### config.mk
export PLATFORM = sky130hd
export DESIGN_NAME = rgb_to_hsv_converter_unit
export DESIGN_NICKNAME = d
export VERILOG_FILES = /design/src/design/rhc_pkg.sv /design/src/design/rhc_front.sv /design/src/design/rhc_div_cell.sv /design/src/design/rhc_back.sv /design/src/design/rgb_to_hsv_converter_unit.sv
export SDC_FILE = /design/constraint.sdc
export NUM_CORES = 2
export LEC_CHECK = 0
export ABC_AREA = 1
export CAP_MARGIN = 20
export CORE_ASPECT_RATIO = 1.1
export CORE_MARGIN = 3
export CORE_UTILIZATION = 45
export CTS_CLUSTER_SIZE = 25
export DETAILED_ROUTE_END_ITERATION = 12
export DONT_BUFFER_PORTS = 1
export SLEW_MARGIN = 5
export SYNTH_ARGS = -nofsm -noshare
export SYNTH_HDL_FRONTEND = slang
export SYNTH_SLANG_ARGS = --single-unit
export TNS_END_PERCENT = 50
### constraint.sdc
create_clock -name i_clk -period 13.7 [get_ports i_clk]
set_input_delay 2.055 -clock i_clk [delete_from_list [all_inputs] [get_ports i_clk]]
set_output_delay 2.055 -clock i_clk [all_outputs]
set_load 0.03 [all_outputs]
### src/design/rhc_pkg.sv
// Shared types and constants for the RGB to HSV converter.
package rhc_pkg;

    // Fixed-point constants
    localparam int unsigned Q12_ONE        = 4096;
    localparam int unsigned PI_OVER_3_Q14  = 17157;
    localparam int unsigned HUE_SHIFT      = 13;
    localparam int unsigned SAT_Q_WIDTH    = 16;
    localparam int unsigned DIV_CELLS      = SAT_Q_WIDTH - 1;
    // Divider lanes give x*2^15/d; the hue lane needs x*2^12/d
    localparam int unsigned HUE_Q_DROP     = 3;
    localparam int unsigned HUE_MAG_WIDTH  = SAT_Q_WIDTH - HUE_Q_DROP;
    localparam int unsigned POS_WIDTH      = 15;
    localparam int unsigned PROD_WIDTH     = 30;

    localparam logic [POS_WIDTH-1:0] POS_GREEN_BASE = POS_WIDTH'(2 * Q12_ONE);
    localparam logic [POS_WIDTH-1:0] POS_BLUE_BASE  = POS_WIDTH'(4 * Q12_ONE);
    localparam logic [POS_WIDTH-1:0] POS_WRAP       = POS_WIDTH'(6 * Q12_ONE);

    // Dominant component
    typedef enum logic [1:0] {
        SEXT_RED,
        SEXT_GREEN,
        SEXT_BLUE
    } t_sextant;

    typedef struct packed {
        logic [7:0] red;
        logic [7:0] green;
        logic [7:0] blue;
    } t_pixel_in;

    typedef struct packed {
        logic [15:0] hue_angle;
        logic [15:0] saturation_level;
        logic [7:0]  value_level;
    } t_hsv_out;

    // Data carried along the divider chain: two restoring lanes plus pixel info
    typedef struct packed {
        logic [7:0]             value;
        logic [7:0]             delta;
        logic [7:0]             hue_rem;
        logic [SAT_Q_WIDTH-1:0] hue_q;
        logic [7:0]             sat_rem;
        logic [SAT_Q_WIDTH-1:0] sat_q;
        logic                   hue_neg;
        t_sextant               sextant;
        logic                   grey;
    } t_cell_data;

endpackage

### src/design/rhc_front.sv
// Front stage: max, min, delta, dominant component and first quotient bit.
module rhc_front (
    input  logic                i_clk,
    input  logic                i_rst_n,
    input  logic                i_valid,
    output logic                o_ready,
    input  rhc_pkg::t_pixel_in  i_pixel,
    output logic                o_valid,
    input  logic                i_ready,
    output rhc_pkg::t_cell_data o_data
);
    import rhc_pkg::*;

    logic       r_valid;
    t_cell_data r_data;
    t_cell_data n_data;
    logic [7:0] mx;
    logic [7:0] mn;
    logic [8:0] diff;
    logic [7:0] mag;
    logic       hue_bit;
    logic       sat_bit;

    assign o_ready = !r_valid || i_ready;

    // Find extremes and the pair difference of the dominant component
    always_comb begin
        mx = i_pixel.red;
        mn = i_pixel.red;
        if (i_pixel.green > mx) mx = i_pixel.green;
        if (i_pixel.blue  > mx) mx = i_pixel.blue;
        if (i_pixel.green < mn) mn = i_pixel.green;
        if (i_pixel.blue  < mn) mn = i_pixel.blue;

        n_data       = '0;
        n_data.value = mx;
        n_data.delta = mx - mn;
        n_data.grey  = (mx == mn);

        if (mx == i_pixel.red) begin
            n_data.sextant = SEXT_RED;
            diff = {1'b0, i_pixel.green} - {1'b0, i_pixel.blue};
        end else if (mx == i_pixel.green) begin
            n_data.sextant = SEXT_GREEN;
            diff = {1'b0, i_pixel.blue} - {1'b0, i_pixel.red};
        end else begin
            n_data.sextant = SEXT_BLUE;
            diff = {1'b0, i_pixel.red} - {1'b0, i_pixel.green};
        end
        n_data.hue_neg = diff[8];
        mag = diff[8] ? 8'(-diff) : diff[7:0];

        // Leading quotient bit: numerator never exceeds divisor
        hue_bit        = (mag >= n_data.delta);
        n_data.hue_rem = hue_bit ? 8'(mag - n_data.delta) : mag;
        n_data.hue_q   = {{(SAT_Q_WIDTH-1){1'b0}}, hue_bit};
        sat_bit        = (n_data.delta >= mx);
        n_data.sat_rem = sat_bit ? 8'(n_data.delta - mx) : n_data.delta;
        n_data.sat_q   = {{(SAT_Q_WIDTH-1){1'b0}}, sat_bit};
    end

    // Hold or advance the stage
    always_ff @(posedge i_clk) begin
        if (!i_rst_n) begin
            r_valid <= 1'b0;
        end else if (o_ready) begin
            r_valid <= i_valid;
        end
        if (o_ready && i_valid) begin
            r_data <= n_data;
        end
    end

    assign o_valid = r_valid;
    assign o_data  = r_data;

endmodule

### src/design/rhc_div_cell.sv
// Divider cell: one restoring step on both the hue and saturation lanes.
module rhc_div_cell (
    input  logic                i_clk,
    input  logic                i_rst_n,
    input  logic                i_valid,
    output logic                o_ready,
    input  rhc_pkg::t_cell_data i_data,
    output logic                o_valid,
    input  logic                i_ready,
    output rhc_pkg::t_cell_data o_data
);
    import rhc_pkg::*;

    logic       r_valid;
    t_cell_data r_data;
    t_cell_data n_data;
    logic [8:0] hue_trial;
    logic [8:0] sat_trial;
    logic       hue_bit;
    logic       sat_bit;

    assign o_ready = !r_valid || i_ready;

    // Double the remainder, subtract the divisor where it fits
    always_comb begin
        n_data    = i_data;
        hue_trial = {i_data.hue_rem, 1'b0};
        hue_bit   = (hue_trial >= {1'b0, i_data.delta});
        n_data.hue_rem = hue_bit ? 8'(hue_trial - {1'b0, i_data.delta}) : hue_trial[7:0];
        n_data.hue_q   = {i_data.hue_q[SAT_Q_WIDTH-2:0], hue_bit};

        sat_trial = {i_data.sat_rem, 1'b0};
        sat_bit   = (sat_trial >= {1'b0, i_data.value});
        n_data.sat_rem = sat_bit ? 8'(sat_trial - {1'b0, i_data.value}) : sat_trial[7:0];
        n_data.sat_q   = {i_data.sat_q[SAT_Q_WIDTH-2:0], sat_bit};
    end

    // Hold or advance the cell
    always_ff @(posedge i_clk) begin
        if (!i_rst_n) begin
            r_valid <= 1'b0;
        end else if (o_ready) begin
            r_valid <= i_valid;
        end
        if (o_ready && i_valid) begin
            r_data <= n_data;
        end
    end

    assign o_valid = r_valid;
    assign o_data  = r_data;

endmodule

### src/design/rhc_back.sv
// Back end: sextant position, scaling to radians and the output register.
module rhc_back (
    input  logic                i_clk,
    input  logic                i_rst_n,
    input  logic                i_valid,
    output logic                o_ready,
    input  rhc_pkg::t_cell_data i_data,
    output logic                o_valid,
    input  logic                i_ready,
    output rhc_pkg::t_hsv_out   o_hsv
);
    import rhc_pkg::*;

    logic                     r_pos_valid;
    logic [POS_WIDTH-1:0]     r_pos;
    logic [15:0]              r_sat;
    logic [7:0]               r_value;
    logic                     r_out_valid;
    t_hsv_out                 r_hsv;
    logic [POS_WIDTH-1:0]     n_pos;
    logic [POS_WIDTH-1:0]     base;
    logic [HUE_MAG_WIDTH-1:0] mag;
    logic [PROD_WIDTH-1:0]    prod;
    logic                     pos_ready;
    logic                     out_ready;

    assign out_ready = !r_out_valid || i_ready;
    assign pos_ready = !r_pos_valid || out_ready;
    assign o_ready   = pos_ready;

    // Place the truncated quotient in its sextant, wrapping negatives
    always_comb begin
        mag = i_data.hue_q[SAT_Q_WIDTH-1:HUE_Q_DROP];
        case (i_data.sextant)
            SEXT_GREEN: base = POS_GREEN_BASE;
            SEXT_BLUE:  base = POS_BLUE_BASE;
            default:    base = (i_data.hue_neg && mag != '0) ? POS_WRAP : '0;
        endcase
        if (i_data.grey) begin
            n_pos = '0;
        end else if (i_data.hue_neg) begin
            n_pos = base - POS_WIDTH'(mag);
        end else begin
            n_pos = base + POS_WIDTH'(mag);
        end
    end

    // Scale position by pi/3
    assign prod = PROD_WIDTH'(r_pos) * PROD_WIDTH'(PI_OVER_3_Q14);

    // Hold or advance position and output stages
    always_ff @(posedge i_clk) begin
        if (!i_rst_n) begin
            r_pos_valid <= 1'b0;
            r_out_valid <= 1'b0;
        end else begin
            if (pos_ready) begin
                r_pos_valid <= i_valid;
            end
            if (out_ready) begin
                r_out_valid <= r_pos_valid;
            end
        end
        if (pos_ready && i_valid) begin
            r_pos   <= n_pos;
            r_sat   <= i_data.grey ? 16'd0 : i_data.sat_q;
            r_value <= i_data.value;
        end
        if (out_ready && r_pos_valid) begin
            r_hsv.hue_angle        <= prod[HUE_SHIFT+15:HUE_SHIFT];
            r_hsv.saturation_level <= r_sat;
            r_hsv.value_level      <= r_value;
        end
    end

    assign o_valid = r_out_valid;
    assign o_hsv   = r_hsv;

endmodule

### src/design/rgb_to_hsv_converter_unit.sv
// Top level of the RGB to HSV converter: front stage, divider chain, back end.
//
//  Channel | Direction | Handshake                   | Payload
//  pixel   | in        | i_in_valid / o_in_ready     | i_pixel (red, green, blue)
//  hsv     | out       | o_out_valid / i_out_ready   | o_hsv (hue, saturation, value)
//
// The pipeline has one front stage, fifteen divider cells and two back stages.
// One pixel is taken every cycle while the result side keeps taking transfers.
// Each stage holds its own valid bit and advances when the next one is empty or
// moving, so empty slots close up while the output stalls.
// Synchronous reset clears every valid bit; data registers are not reset.
module rgb_to_hsv_converter_unit (
    input  logic               i_clk,
    input  logic               i_rst_n,
    input  logic               i_in_valid,
    output logic               o_in_ready,
    input  rhc_pkg::t_pixel_in i_pixel,
    output logic               o_out_valid,
    input  logic               i_out_ready,
    output rhc_pkg::t_hsv_out  o_hsv
);
    import rhc_pkg::*;

    t_cell_data stage_data  [DIV_CELLS+1];
    logic       stage_valid [DIV_CELLS+1];
    logic       stage_ready [DIV_CELLS+1];

    rhc_front u_front (
        .i_clk   (i_clk),
        .i_rst_n (i_rst_n),
        .i_valid (i_in_valid),
        .o_ready (o_in_ready),
        .i_pixel (i_pixel),
        .o_valid (stage_valid[0]),
        .i_ready (stage_ready[0]),
        .o_data  (stage_data[0])
    );

    // Chain of restoring division cells
    for (genvar k = 1; k <= DIV_CELLS; k++) begin : g_cell
        rhc_div_cell u_cell (
            .i_clk   (i_clk),
            .i_rst_n (i_rst_n),
            .i_valid (stage_valid[k-1]),
            .o_ready (stage_ready[k-1]),
            .i_data  (stage_data[k-1]),
            .o_valid (stage_valid[k]),
            .i_ready (stage_ready[k]),
            .o_data  (stage_data[k])
        );
    end

    rhc_back u_back (
        .i_clk   (i_clk),
        .i_rst_n (i_rst_n),
        .i_valid (stage_valid[DIV_CELLS]),
        .o_ready (stage_ready[DIV_CELLS]),
        .i_data  (stage_data[DIV_CELLS]),
        .o_valid (o_out_valid),
        .i_ready (i_out_ready),
        .o_hsv   (o_hsv)
    );

endmodule

==> metrics.json <==
{
  "syn-instance-count": 3761,
  "dieHeight_um": 331,
  "n_antenna_cell": 0,
  "floorplan.die_area_mm2": 0.0999,
  "pwr-share-clk_pct": 34.3,
  "critPathRequiredTime_ns": 14.07,
  "clock_pin_slew_worst_setup_and_hold_paths_ns": 0.06,
  "max_stage_delay_ns": 0.50,
  "placed_instance_area_mm2": 0.0448,
  "drive_gt1_share_pct": 6.02,
  "fin_nets": 4290,
  "critical_path_arrival_ns": 8.76,
  "cts-root-to-sink-buffers": 3,
  "timing.clock.skew_ns": 0.0200,
  "number_of_stages_on_the_worst_hold_path": 0,
  "path_buf_inv": 5,
  "power_frac_seq_pct": 47.1,
  "clk-insertion-delay-late_ns": 0.63,
  "timing.critical_path.to_type": "flip-flop",
  "drt_first_iter_violations": 941,
  "detailroute.via_count": 25100,
  "final_total_pwr_uw": 6630,
  "ys.warnings.count": 0,
  "netSwitchingPower_uw": 1780,
  "finalHoldWorstSlack_ns": 0.405,
  "io_buffer_count": 0,
  "tritoncts": "built",
  "timing.final.setup_violations": 0,
  "drc": 0,
  "fmaxAchievable_ghz": 0.119,
  "wl_per_cell_um": 13.7,
  "cts-buffers-inserted": 87,
  "initial_core_utilization_pct": 45.6,
  "placement_rows": 118,
  "drt-pass1-iter-count": 5,
  "postSynthAreaPerCell_um2": 11.5,
  "dominantRegCellSynth": "edfxtp_1",
  "cp_slowest_cell": "o21ai_0",
  "cp_num_cells": 41,
  "final.fill_count": 8281,
  "area_growth_syn_to_layout_pct": 10.2,
  "post-route-period-util_pct": 61.2,
  "ys_ff_latch": 867,
  "tns_ns": 0,
  "cts.repair.resized": 0,
  "grt_first_pass_wirelength_mm": 118,
  "cts_num_sinks": 867,
  "synth_area_mm2": 0.0432,
  "final_area_mm2": 0.0476,
  "hold_viol": 0,
  "grt_antenna_before_repair": 0,
  "synth_sequential_area_ratio_pct": 59.8,
  "critical_path.most_common_cell": "nand2_1",
  "layout.area.seq_mm2": 0.0259,
  "clk_root_buffer_cell": "clkbuf_16",
  "hold_buffer_count_at_cts": 0,
  "synthesis.nets": 4221,
  "timing.final.max_slew_violations": 0,
  "path_delay_family": "simple AND/OR/NAND/NOR gates",
  "synth.distinct_cells": 50,
  "grt_pass1_vias": 25500,
  "ff2ff_path_depth": 23,
  "hold_class": "reg2reg",
  "worstMarginPinSlew_ns": 1.01,
  "synth_edf_count": 849,
  "fp.coreArea_mm2": 0.0948,
  "slew-limit-headroom_pct": 32.3,
  "cts_setup_buffers": 0,
  "fin_crit_ns": 8.39,
  "globalRouteOverflowTotal": 0,
  "internal-power_uw": 4850,
  "cap_violations": 0,
  "path_class": "in2reg",
  "worst_setup_path_start_kind": "primary input",
  "io_pins": 70,
  "grt_max_degree": 61,
  "rsz_0062_raised_after_global_routing": "false",
  "wirelength_mm": 70.8,
  "critical_path_peak_fanout": 16,
  "ys_async_sr_fraction_pct": 0,
  "multiInputGateArea_mm2": 0.0148,
  "cellPowerDensity_mw_per_mm2": 139,
  "h-tree-depth": 3,
  "gp_routability_congestion": 0.895,
  "comb_power_share_pct": 18.5,
  "detailedPlacementHpwl_mm": 54.5,
  "run_status": "finished, final reports clean",
  "track_usage_pct": 14.5,
  "vias_per_cell": 4.87,
  "ant_nets": 0,
  "die_width_um": 302,
  "cellLeakagePower_uw": 0.0194,
  "power_switching_share_pct": 26.9,
  "ir_drop_mv": 0.0834
}
cell type report:
type / instances / share of cell area (%)
flip-flops and latches: 867 / 54.3
inverters: 666 / 5.25
repair buffers: 19 / 0.352
well taps: 1260 / 3.31
multi-input cells: 2189 / 31.0
clock inverters: 58 / 1.05
clock buffers: 104 / 4.75
power groups by stage:
| stage | Clock (uW) | Combinational, uW | Sequential, uW |
|---|---|---|---|
| detailed placement | 0 | 1240 | 3180 |
| finish | 2280 | 1230 | 3130 |
| CTS | 2360 | 1240 | 3130 |
| global placement | 0 | 1210 | 3180 |
| global route | 2470 | 1430 | 3130 |
| floorplan | 0 | 962 | 3160 |
layout by cell type (no fill, tap or decap), types with 5 or more instances in the layout:
cell type / count
o21ai_1: 6
inv_2: 17
ha_1: 380
nand2_2: 17
nor4_1: 5
bufinv_16: 7
nand3_2: 7
buf_4: 17
nand3_1: 108
inv_1: 645
o31ai_1: 28
a31oi_1: 17
nand2_4: 8
nor2_1: 339
nor2_2: 14
clkinv_1: 27
nor3_1: 48
nor2_4: 13
dfxtp_1: 18
clkbuf_1: 16
a21oi_1: 192
xnor2_1: 42
o21bai_1: 10
clkinv_2: 19
xor2_1: 127
fa_1: 52
clkbuf_16: 88
o22ai_1: 14
nand2_1: 439
o21ai_0: 249
or2_2: 8
edfxtp_1: 849
nand4_1: 28
cells by family after synthesis:
kind of cell    after synthesis  share of synthesized area [%]
fa+ha+maj                   432                           13.4
simple gates               1041                           10.3
buf+inv                     705                           6.20
flops                       867                           59.8
mux                           1                         0.0260
compound gates              545                           6.82
xor+xnor                    170                           3.46
registers in the layout (all words and copies together), names as in the netlist:
register,cells
g_cell.u_cell.o_data,732
u_back.r_pos,15
u_back.r_value,8
u_front.o_valid,1
u_front.o_data,38
u_back.o_hsv,40
g_cell.u_cell.o_valid,15
u_back.o_valid,1
u_back.r_sat,16
u_back.r_pos_valid,1
final timing paths:
| kind | startpoint | to | slack (ns) |
|---|---|---|---|
| worst max-delay path | i_pixel[11] | u_front.o_data[49]$_DFFE_PP_ | 5.31 |
| worst min register to register | g_cell[11].u_cell.o_data[39]$_DFFE_PP_ | g_cell[12].u_cell.o_data[40]$_DFFE_PP_ | 0.41 |
| worst min-delay path | g_cell[11].u_cell.o_data[39]$_DFFE_PP_ | g_cell[12].u_cell.o_data[40]$_DFFE_PP_ | 0.41 |
| worst max register to register | u_back.r_pos[5]$_SDFFCE_PP0P_ | u_back.o_hsv[39]$_DFFE_PP_ | 8.45 |
cell usage after synthesis, drive strengths merged, types with 2 or more instances:
cell type | instances | area (um^2)
ha | 380 | 4750
a311oi | 3 | 26.3
a21oi | 195 | 983
nor3 | 48 | 240
xnor2 | 43 | 384
a211oi | 3 | 22.5
nand4 | 29 | 188
buf | 7 | 58.8
o21a | 4 | 30.0
a221oi | 4 | 35.0
nand3b | 3 | 22.5
clkbuf | 32 | 120
nor4 | 5 | 31.3
o21bai | 10 | 75.1
nand3 | 115 | 611
nand2 | 464 | 1840
a31oi | 17 | 106
nor2 | 366 | 1450
o22ai | 14 | 87.6
inv | 663 | 2490
fa | 52 | 1040
o211ai | 3 | 22.5
clkinv | 3 | 11.3
nor3b | 2 | 15.0
xor2 | 127 | 1110
dfxtp | 18 | 360
o21ai | 258 | 1300
a21o | 2 | 15.0
or2 | 8 | 50.1
edfxtp | 849 | 25500
o31ai | 28 | 210
stage by stage:
step	setup slack [ns]	instances	utilization [%]
floorplan	6.25	3761	-
global placement	4.86	4999	47.3
detailed placement	4.67	4999	47.3
CTS	5.35	5161	50.2
global route	4.62	5163	50.3
finish	5.31	5163	50.3
metal layers:
layer	part of all wire, %	vias to the layer above	GRT usage [%]
li1	-	13000	-
met1	37	11700	14.4
met2	56	310	29.3
met3	3.5	149	2.63
met4	3.5	0	5.86
met5	0	-	0
Power figures use the tool's default switching activity.
